## src/rtl/core/tone_list_sequencer_assert.svh

```systemverilog
// ---------------------------------------------------------------------------
// Tone list sequencer assertion macros
// Wrappers for concurrent checks; define NO_ASSERTIONS to drop them.
// ---------------------------------------------------------------------------
`ifndef TONE_LIST_SEQUENCER_ASSERT_SVH
`define TONE_LIST_SEQUENCER_ASSERT_SVH

`ifndef NO_ASSERTIONS
// check on clk, masked while rst is high
`define TLS_ASSERT(label, prop) \
  label: assert property (@(posedge clk) disable iff (rst) prop) \
    else $error("tone list sequencer check failed");
// check on clk, also during reset
`define TLS_ASSERT_ALWAYS(label, prop) \
  label: assert property (@(posedge clk) prop) \
    else $error("tone list sequencer check failed");
`else
`define TLS_ASSERT(label, prop)
`define TLS_ASSERT_ALWAYS(label, prop)
`endif

`endif

```

## src/rtl/core/tls_pkg.sv

```systemverilog
// ---------------------------------------------------------------------------
// Tone list sequencer package
// Sizes, codes and shared types for the tone list sequencer.
// ---------------------------------------------------------------------------
`default_nettype none

package tls_pkg;

  localparam int LIST_DEPTH      = 7;
  localparam int TONE_COUNT      = 13;
  localparam int PROTECTED_SLOTS = 2;

  localparam int SLOT_W  = $clog2(TONE_COUNT + 1);
  localparam int CNT_W   = $clog2(LIST_DEPTH + 1);
  localparam int POS_W   = $clog2(LIST_DEPTH);
  localparam int MASK_W  = TONE_COUNT;
  localparam int CMD_W   = 3;
  localparam int CFG_IDX_W = 1;

  typedef logic [SLOT_W-1:0]               slot_t;
  typedef logic [LIST_DEPTH-1:0][SLOT_W-1:0] slot_row_t;
  typedef logic [CNT_W-1:0]                count_t;
  typedef logic [POS_W-1:0]                pos_t;

  typedef enum logic [CMD_W-1:0] {
    CMD_TICK    = 3'd0,
    CMD_ADD     = 3'd1,
    CMD_REMOVE  = 3'd2,
    CMD_MASK    = 3'd3,
    CMD_RESTART = 3'd4
  } cmd_t;

  typedef enum logic [CFG_IDX_W-1:0] {
    CFG_BASE_FIRST  = 1'b0,
    CFG_BASE_SECOND = 1'b1
  } cfg_idx_t;

  typedef enum logic {
    ST_IDLE = 1'b0,
    ST_MASK = 1'b1
  } state_t;

  // row-wide control, same for every cell
  typedef struct packed {
    logic  add;      // append key at slot == count (already qualified)
    logic  remove;   // delete key if found outside protected slots
    logic  restart;  // load base tone values
    slot_t key;
  } ctl_t;

endpackage

`default_nettype wire

```

## src/rtl/core/tls_cell.sv

```systemverilog
// ---------------------------------------------------------------------------
// Tone list cell
// One list slot: matches the key, passes hit and shift flags down the row.
// ---------------------------------------------------------------------------
`default_nettype none

module tls_cell (
  input  wire logic          clk,
  input  wire logic          rst,
  input  wire tls_pkg::ctl_t ctl,
  input  wire logic          prot,
  input  wire logic          wr_sel,
  input  wire tls_pkg::slot_t restart_val,
  input  wire tls_pkg::slot_t right_val,
  input  wire logic          shift_in,
  input  wire logic          hit_in,
  output tls_pkg::slot_t     slot,
  output logic               shift_out,
  output logic               hit_out
);

  logic match;

  always_comb begin
    match     = (slot == ctl.key);
    shift_out = shift_in || (ctl.remove && match && !prot);
    hit_out   = hit_in || match;
  end

  always_ff @(posedge clk) begin
    if (rst) begin
      slot <= '0;
    end else if (ctl.restart) begin
      slot <= restart_val;
    end else if (wr_sel) begin
      slot <= ctl.key;
    end else if (ctl.remove && shift_out) begin
      // this slot or one before it lost its tone: take the right neighbor
      slot <= right_val;
    end
  end

endmodule

`default_nettype wire

```

## src/rtl/core/tls_chain.sv

```systemverilog
// ---------------------------------------------------------------------------
// Tone list cell row
// Row of slot cells with ripple hit and shift flags.
// ---------------------------------------------------------------------------
`default_nettype none

module tls_chain (
  input  wire logic              clk,
  input  wire logic              rst,
  input  wire tls_pkg::ctl_t     ctl,
  input  wire tls_pkg::count_t   count,
  input  wire tls_pkg::slot_row_t restart_vals,
  output tls_pkg::slot_row_t     slots,
  output logic                   present,
  output logic                   found
);

  logic [tls_pkg::LIST_DEPTH:0] shift;
  logic [tls_pkg::LIST_DEPTH:0] hit;

  assign shift[0] = 1'b0;
  assign hit[0]   = 1'b0;

  for (genvar j = 0; j < tls_pkg::LIST_DEPTH; j++) begin : g_cell
    tls_pkg::slot_t right_val;
    logic           wr_sel;

    if (j == tls_pkg::LIST_DEPTH - 1) begin : g_last
      assign right_val = '0;
    end else begin : g_mid
      assign right_val = slots[j+1];
    end

    assign wr_sel = ctl.add && (count == tls_pkg::CNT_W'(j));

    tls_cell u_cell (
      .clk         (clk),
      .rst         (rst),
      .ctl         (ctl),
      .prot        (j < tls_pkg::PROTECTED_SLOTS),
      .wr_sel      (wr_sel),
      .restart_val (restart_vals[j]),
      .right_val   (right_val),
      .shift_in    (shift[j]),
      .hit_in      (hit[j]),
      .slot        (slots[j]),
      .shift_out   (shift[j+1]),
      .hit_out     (hit[j+1])
    );
  end

  assign present = hit[tls_pkg::LIST_DEPTH];
  assign found   = shift[tls_pkg::LIST_DEPTH];

endmodule

`default_nettype wire

```

## src/rtl/core/tone_list_sequencer.sv

```systemverilog
// ---------------------------------------------------------------------------
// Tone list sequencer
// Ordered transmit tone list with add, remove, band mask, tick and restart.
// ---------------------------------------------------------------------------
// Every request gives exactly one result. Tick, add, remove, restart and the
// unused codes finish in the cell row at the edge that accepts them. Their
// result enters the result buffer at that edge and moves to the output
// register at the next edge when the result side is free; the request side
// stalls while the buffer holds it. An apply-mask request walks tones 1..13
// through the cell row, one add or remove per cycle after its accept, and
// the request side stalls through the walk. Its result enters the result
// buffer with the last step and moves on to the output register the same
// way. The result buffer sits in front of the output register: one more
// request is taken and finished while a result waits on result_stall. The
// list itself is a row of seven slot cells; each compares the key, and hit
// and shift flags ripple from slot 0 up, so a remove closes the gap in the
// same cycle. Slots 0 and 1 are protected from remove. Config writes are
// always ready.
// ---------------------------------------------------------------------------
`default_nettype none

module tone_list_sequencer (
  input  wire logic                          clk,
  input  wire logic                          rst,
  // request channel
  input  wire logic                          item_valid,
  output logic                               item_stall,
  input  wire logic [tls_pkg::CMD_W-1:0]     command,
  input  wire logic [3:0]                    tone,
  input  wire logic [tls_pkg::MASK_W-1:0]    band_mask,
  // result channel
  output logic                               result_valid,
  input  wire logic                          result_stall,
  output logic [3:0]                         tx_tone,
  output logic [2:0]                         active_count,
  output logic                               list_changed,
  output logic                               rotation_wrapped,
  // config write channel
  input  wire logic                          cfg_valid,
  output logic                               cfg_ready,
  input  wire logic [tls_pkg::CFG_IDX_W-1:0] cfg_index,
  input  wire logic [3:0]                    cfg_data
);

  `include "tone_list_sequencer_assert.svh"

  // config registers
  tls_pkg::slot_t base_first;
  tls_pkg::slot_t base_second;

  // list state outside the cells
  tls_pkg::count_t count, count_next;
  tls_pkg::pos_t   pos, pos_next;

  // sequencer
  tls_pkg::state_t              state, state_next;
  logic [tls_pkg::MASK_W-1:0]   mask_sh, mask_sh_next;
  tls_pkg::slot_t               step, step_next;
  logic                         chg_acc, chg_acc_next;

  // finished result buffer
  logic            res_valid, res_valid_next;
  tls_pkg::slot_t  res_tx, res_tx_next;
  tls_pkg::count_t res_count, res_count_next;
  logic            res_chg, res_chg_next;
  logic            res_wrap, res_wrap_next;

  // row interface
  tls_pkg::ctl_t      ctl;
  tls_pkg::slot_row_t slots;
  tls_pkg::slot_row_t restart_vals;
  tls_pkg::count_t    restart_count;
  logic               present;
  logic               found;

  logic           accept;
  logic           out_load;
  logic           do_add;
  logic           do_rem;
  logic           key_ok;
  logic           add_ok;
  logic           b1_ok;
  logic           b2_ok;
  tls_pkg::pos_t  pick;
  tls_pkg::count_t adv;
  logic           tail_clean;
  logic           tick_acc;

  assign cfg_ready  = 1'b1;
  assign item_stall = (state != tls_pkg::ST_IDLE) || res_valid;
  assign accept     = item_valid && !item_stall;
  assign out_load   = res_valid && (!result_valid || !result_stall);

  tls_chain u_chain (
    .clk          (clk),
    .rst          (rst),
    .ctl          (ctl),
    .count        (count),
    .restart_vals (restart_vals),
    .slots        (slots),
    .present      (present),
    .found        (found)
  );

  // restart image: valid base tones packed from slot 0
  always_comb begin
    b1_ok = (base_first != '0) && (base_first <= tls_pkg::SLOT_W'(tls_pkg::TONE_COUNT));
    b2_ok = (base_second != '0) &&
            (base_second <= tls_pkg::SLOT_W'(tls_pkg::TONE_COUNT)) &&
            (base_second != base_first);
    restart_vals    = '0;
    restart_vals[0] = b1_ok ? base_first : (b2_ok ? base_second : '0);
    restart_vals[1] = (b1_ok && b2_ok) ? base_second : '0;
    restart_count   = tls_pkg::CNT_W'(b1_ok) + tls_pkg::CNT_W'(b2_ok);
  end

  // sequencer and datapath
  always_comb begin
    state_next     = state;
    count_next     = count;
    pos_next       = pos;
    mask_sh_next   = mask_sh;
    step_next      = step;
    chg_acc_next   = chg_acc;
    res_valid_next = res_valid && !out_load;
    res_tx_next    = res_tx;
    res_count_next = res_count;
    res_chg_next   = res_chg;
    res_wrap_next  = res_wrap;
    do_add         = 1'b0;
    do_rem         = 1'b0;
    ctl            = '0;
    ctl.key        = (state == tls_pkg::ST_MASK) ? step : tone;
    pick           = '0;
    adv            = '0;

    key_ok = (ctl.key != '0) && (ctl.key <= tls_pkg::SLOT_W'(tls_pkg::TONE_COUNT));

    unique case (state)
      tls_pkg::ST_IDLE: begin
        if (accept) begin
          res_valid_next = 1'b1;
          res_tx_next    = '0;
          res_chg_next   = 1'b0;
          res_wrap_next  = 1'b0;
          unique case (command)
            tls_pkg::CMD_TICK: begin
              if (count == '0) begin
                pos_next = '0;
              end else begin
                // stale position restarts from slot 0
                pick = (tls_pkg::CNT_W'(pos) >= count) ? '0 : pos;
                res_tx_next = slots[pick];
                adv = tls_pkg::CNT_W'(pick) + tls_pkg::CNT_W'(1);
                if (adv >= count) begin
                  pos_next      = '0;
                  res_wrap_next = 1'b1;
                end else begin
                  pos_next = tls_pkg::POS_W'(adv);
                end
              end
            end
            tls_pkg::CMD_ADD:     do_add = 1'b1;
            tls_pkg::CMD_REMOVE:  do_rem = 1'b1;
            tls_pkg::CMD_MASK: begin
              res_valid_next = 1'b0;
              state_next     = tls_pkg::ST_MASK;
              mask_sh_next   = band_mask;
              step_next      = tls_pkg::SLOT_W'(1);
              chg_acc_next   = 1'b0;
            end
            tls_pkg::CMD_RESTART: begin
              ctl.restart  = 1'b1;
              count_next   = restart_count;
              pos_next     = '0;
              res_chg_next = (restart_vals != slots) || (restart_count != count);
            end
            default: ;
          endcase
        end
      end
      tls_pkg::ST_MASK: begin
        do_add       = mask_sh[0];
        do_rem       = !mask_sh[0];
        mask_sh_next = mask_sh >> 1;
        step_next    = step + tls_pkg::SLOT_W'(1);
      end
      default: ;
    endcase

    add_ok     = do_add && key_ok && (count < tls_pkg::CNT_W'(tls_pkg::LIST_DEPTH)) &&
                 !present;
    ctl.add    = add_ok;
    ctl.remove = do_rem && key_ok;

    if (add_ok) begin
      count_next = count + tls_pkg::CNT_W'(1);
    end else if (ctl.remove && found) begin
      count_next = count - tls_pkg::CNT_W'(1);
    end

    if (state == tls_pkg::ST_IDLE) begin
      if (accept && (command == tls_pkg::CMD_ADD || command == tls_pkg::CMD_REMOVE)) begin
        res_chg_next = add_ok || (ctl.remove && found);
      end
      if (accept) begin
        res_count_next = count_next;
      end
    end else begin
      chg_acc_next = chg_acc || add_ok || (ctl.remove && found);
      if (step == tls_pkg::SLOT_W'(tls_pkg::TONE_COUNT)) begin
        state_next     = tls_pkg::ST_IDLE;
        res_valid_next = 1'b1;
        res_tx_next    = '0;
        res_count_next = count_next;
        res_chg_next   = chg_acc_next;
        res_wrap_next  = 1'b0;
      end
    end
  end

  always_ff @(posedge clk) begin
    if (rst) begin
      state      <= tls_pkg::ST_IDLE;
      count      <= '0;
      pos        <= '0;
      res_valid  <= 1'b0;
      base_first <= tls_pkg::SLOT_W'(1);
      base_second <= '0;
    end else begin
      state     <= state_next;
      count     <= count_next;
      pos       <= pos_next;
      res_valid <= res_valid_next;
      if (cfg_valid && cfg_ready) begin
        unique case (cfg_index)
          tls_pkg::CFG_BASE_FIRST:  base_first  <= cfg_data;
          tls_pkg::CFG_BASE_SECOND: base_second <= cfg_data;
          default: ;
        endcase
      end
    end
  end

  // payload, no reset
  always_ff @(posedge clk) begin
    mask_sh   <= mask_sh_next;
    step      <= step_next;
    chg_acc   <= chg_acc_next;
    res_tx    <= res_tx_next;
    res_count <= res_count_next;
    res_chg   <= res_chg_next;
    res_wrap  <= res_wrap_next;
  end

  // output register
  always_ff @(posedge clk) begin
    if (rst) begin
      result_valid <= 1'b0;
    end else if (out_load) begin
      result_valid <= 1'b1;
    end else if (!result_stall) begin
      result_valid <= 1'b0;
    end
  end

  always_ff @(posedge clk) begin
    if (out_load) begin
      tx_tone          <= res_tx;
      active_count     <= res_count;
      list_changed     <= res_chg;
      rotation_wrapped <= res_wrap;
    end
  end

  // slots at or past the count must read as empty
  always_comb begin
    tail_clean = 1'b1;
    for (int j = 0; j < tls_pkg::LIST_DEPTH; j++) begin
      if ((tls_pkg::CNT_W'(j) >= count) && (slots[j] != '0)) begin
        tail_clean = 1'b0;
      end
    end
  end

  assign tick_acc = accept && (command == tls_pkg::CMD_TICK);

  `TLS_ASSERT(a_busy_after_accept, accept |=> item_stall)
  `TLS_ASSERT(a_tail_clean, tail_clean && (count <= tls_pkg::CNT_W'(tls_pkg::LIST_DEPTH)))
  `TLS_ASSERT(a_tick_pos, tick_acc |=> ((tls_pkg::CNT_W'(pos) < count) || (pos == '0)))
  `TLS_ASSERT_ALWAYS(a_reset_idle, rst |=> (!result_valid && !res_valid))

endmodule

`default_nettype wire
```

## config.mk

```make
export PLATFORM = sky130hd
export DESIGN_NAME = tone_list_sequencer
export DESIGN_NICKNAME = d
export VERILOG_FILES = /design/src/rtl/core/tls_pkg.sv /design/src/rtl/core/tls_cell.sv /design/src/rtl/core/tls_chain.sv /design/src/rtl/core/tone_list_sequencer.sv
export VERILOG_INCLUDE_DIRS = /design/src /design/src/rtl/core
export SDC_FILE = /design/constraint.sdc
export NUM_CORES = 1
export LEC_CHECK = 0
export BUFFER_PORTS_ARGS = -buffer_cell sky130_fd_sc_hd__clkbuf_2
export CAP_MARGIN = 30
export CORE_MARGIN = 2
export CORE_UTILIZATION = 56
export CTS_CLUSTER_SIZE = 12
export DETAILED_ROUTE_END_ITERATION = 8
export PLACE_DENSITY = 0.75
export REMOVE_ABC_BUFFERS = 1
export SYNTH_ARGS = -nofsm -noshare
export SYNTH_HDL_FRONTEND = slang
export SYNTH_SLANG_ARGS = --single-unit
```

## constraint.sdc

```tcl
create_clock -name clk -period 4.6 [get_ports clk]
set_input_delay 0.46 -clock clk [delete_from_list [all_inputs] [get_ports clk]]
set_output_delay 0.46 -clock clk [all_outputs]
set_load 0.02 [all_outputs]
```

==> flow_metrics.env <==
export IMPL_htree_levels=3
export IMPL_crit_chain="clkinv_1, ha_1, a211o_1, inv_1, ha_1, ha_1, a21o_1, a21o_1, nor4_1, a22oi_1, nor2_1"
export IMPL_ant_nets=0
export IMPL_dp_cells=641
export IMPL_cts_buffers_inserted=9
export IMPL_finalClockSkew_ns=0.0106
export IMPL_synth_most_common_cell="dfxtp_1"
export IMPL_final_hold_violation_count=0
export IMPL_worst_setup_path_end_kind="flop"
export IMPL_rr_worst_depth=11
export IMPL_io_pins=42
export IMPL_cts_sinks=81
export IMPL_gp_congestion=0.977
export IMPL_tightest_slew_ns=0.836
export IMPL_synth_top_area_share_pct=20.0
export IMPL_ctsResizeCount=0
export IMPL_num_vias=4319
export IMPL_num_antenna_cells=0
export IMPL_n_fill_cell=754
export IMPL_die_w_um=99.4
export IMPL_postCtsSetupBuffers=0
export IMPL_grt_pass1_wl_um=21200
export IMPL_pre_cts_ws_ns=1.06
export IMPL_r2r_setup_slack_ns=0.98
export IMPL_viasPerCell=6.57
export IMPL_syn_area_per_cell_um2=9.68
export IMPL_layout_min_cycle_time_ns=3.62
export IMPL_grt_remaining_overflow=0
export IMPL_drt_pre_antenna_iters=5
export IMPL_min_path_cells=3
export IMPL_crit_arrival_ns=3.90
export IMPL_core_area_um2=8760
export IMPL_status="complete, no violations"
export IMPL_fin_ws_ns=0.980
export IMPL_cts_tree="built"
export IMPL_root_buffer="clkbuf_8"
export IMPL_numPortBuffers=40
export IMPL_min_from="cfg_data[3]"
export IMPL_grt_max_degree=34
export IMPL_grt_pass1_vias=4146
export IMPL_finalCritPeriodShare_pct=78.7
export IMPL_min_path_type="in -> reg"
export IMPL_start_util_pct=58.1
export IMPL_final_nets=590
export IMPL_cts_buffer_depth=2
export IMPL_cts_hold_fix_buffers=0
export IMPL_leakage_nw=2.06
export IMPL_rsz0062_at_grt="no"
export IMPL_rows=34
export IMPL_cap_violations=0
export IMPL_timing_rr_end="pos[1]"
export IMPL_grt_antenna_before_repair=0
export IMPL_cp_slowest_cell="dfxtp_1"
export IMPL_routedWlPerCell_um=19.5
export IMPL_drt_iter0_drc=387
export IMPL_ys_warn_count=0
export IMPL_synth_main_ff_cell="dfxtp_1"
export IMPL_syn_to_final_growth_pct=8.16
export IMPL_vdd_drop_max_uv=151
export IMPL_worst_setup_path_start_kind="flop"
export IMPL_finalSetupTns_ns=0
export IMPL_setup_violations=0
export IMPL_ys_types=63
export IMPL_finalNonFillerCells=657
export IMPL_relSlewSlack_pct=44.3
export IMPL_max_freq_ghz=0.276
export IMPL_slew_violations=0
export IMPL_yosysSeqAreaShare_pct=37.7
export IMPL_grt_usage_pct=26.8
export IMPL_synth_common_cells="dfxtp_1, xnor2_1, edfxtp_1"
export IMPL_drcViolationCount=0
export IMPL_synth_area_um2=5090
export IMPL_async_reset_ff_share_pct=0
export IMPL_final_layout_size_suffix_gt1_share_pct=19.5
export IMPL_dieArea_um2=9870
export IMPL_ys_ff_latch=81
export IMPL_cp_required_ns=4.88
export IMPL_crit_type="reg -> reg"
export IMPL_place_hpwl_um=9410
export IMPL_whs_endpoint="base_second[3]"
export IMPL_crit_fanout=23
export IMPL_routed_wl_um=12800
export IMPL_synth_edf_count=30
export IMPL_power_density_nw_per_um2=285
export IMPL_insertion_delay_ns=0.35
export IMPL_syn_inst=526
export IMPL_cp_common_cell="ha_1"
export IMPL_synthTopCellsByArea="dfxtp_1, edfxtp_1, mux2_2"
export IMPL_clk_pin_slew_ns=0.09
export IMPL_die_h_um=99.4
export IMPL_yosys_area_top_type="dfxtp_1"
export IMPL_slowest_delay_ns=0.85
export IMPL_r2r_start="count[2]"
[how the worst max path moves through the flow]
stage	startpoint	slack (ns)	endpoint	cells after the start
floorplan	state	0.89	count[0]	7
global placement	count[2]	1.20	pos[1]	11
detailed placement	count[2]	1.06	pos[1]	11
CTS	count[2]	1.04	pos[1]	11
global route	count[2]	0.69	pos[1]	11
finish	count[2]	0.98	pos[1]	11
[power by group]
group / internal, mW / switching [mW] / leakage [nW]
clock network: 0.304 / 0.263 / 0.115
registers: 0.766 / 0.0273 / 0.693
logic: 0.0849 / 0.127 / 1.25
total: 1.16 / 0.417 / 2.06
[cells by family (layout without fill, tap and decap cells)]
logic type,after synthesis,in the layout,share of synthesized area (%)
and+or+nand+nor,154,154,16.5
AOI/OAI and AO/OA,115,115,16.3
DFF,81,81,37.7
buffers and inverters,61,84,5.18
muxes,58,58,13.4
xor gates and xnor gates,40,40,6.88
adders and majority gates,16,16,3.93
other,1,1,0.0736
[stage by stage]
step | util (%) | hold WS (ns) | area [µm²] | total power [mW]
final | 62.8 | 0.350 | 5510 | 1.57
after global routing | 62.8 | 0.369 | 5510 | 1.63
after CTS | 62.8 | 0.339 | 5510 | 1.57
after detailed placement | 60.4 | 0.418 | 5290 | 1.02
after global placement | 60.4 | 0.409 | 5290 | 1.01
after floorplan | - | 0.400 | 4910 | 0.945
[placed cells by master, fill, tap and decap left out, drive strengths merged, types with 6 or more instances in the layout]
cell,synthesis,final
a31oi,20,20
xor2,6,6
nor2b,6,6
dfxtp,51,51
nand4,17,17
xnor2,34,34
mux2,32,32
inv,22,22
nor4,25,25
nor3,15,15
clkbuf,28,52
a22oi,6,6
nor2,27,27
edfxtp,30,30
nand2,25,25
mux2i,26,26
ha,16,16
a21oi,20,20
o21ai,10,10
o311ai,8,8
nand3,20,20
[registers in the layout, indices dropped and copies added, names as in the netlist, 4 cells and up]
signal	count
step	4
res_tx	4
u_chain.g_cell.u_cell.slot	28
base_second	4
base_first	4
mask_sh	13
tx_tone	4
[worst max-delay path: cells and delay by family, from the launching register on]
| family | cells | cell delay (ns) |
|---|---|---|
| buffers and inverters | 2 | 0.36 |
| and+or+nand+nor | 2 | 0.45 |
| adders and majority gates | 3 | 0.96 |
| AOI/OAI and AO/OA | 4 | 0.92 |
| DFF | 1 | 0.85 |
[final cells by class]
| cell class | instances | area [µm²] | share of cell area (%) |
|---|---|---|---|
| sequential | 81 | 1920 | 34.9 |
| clock inverter | 4 | 48.8 | 0.886 |
| timing repair buffer | 45 | 238 | 4.32 |
| tap | 108 | 135 | 2.45 |
| clock buffer | 12 | 170 | 3.09 |
| inverter | 23 | 86.3 | 1.57 |
| multi-input combinational | 384 | 2910 | 52.8 |
[metal layers]
| layer | share of wire, % | track usage (%) | wire (µm) | vias up |
|---|---|---|---|---|
| met3 | 7.5 | 3.94 | 962 | 27 |
| met4 | 2.8 | 11.0 | 355 | 0 |
| met2 | 45 | 42.4 | 5830 | 207 |
| li1 | - | - | - | 2038 |
| met5 | 0 | 0 | 0 | - |
| met1 | 44 | 37.0 | 5690 | 2047 |
(Power assumes the default switching activity.)
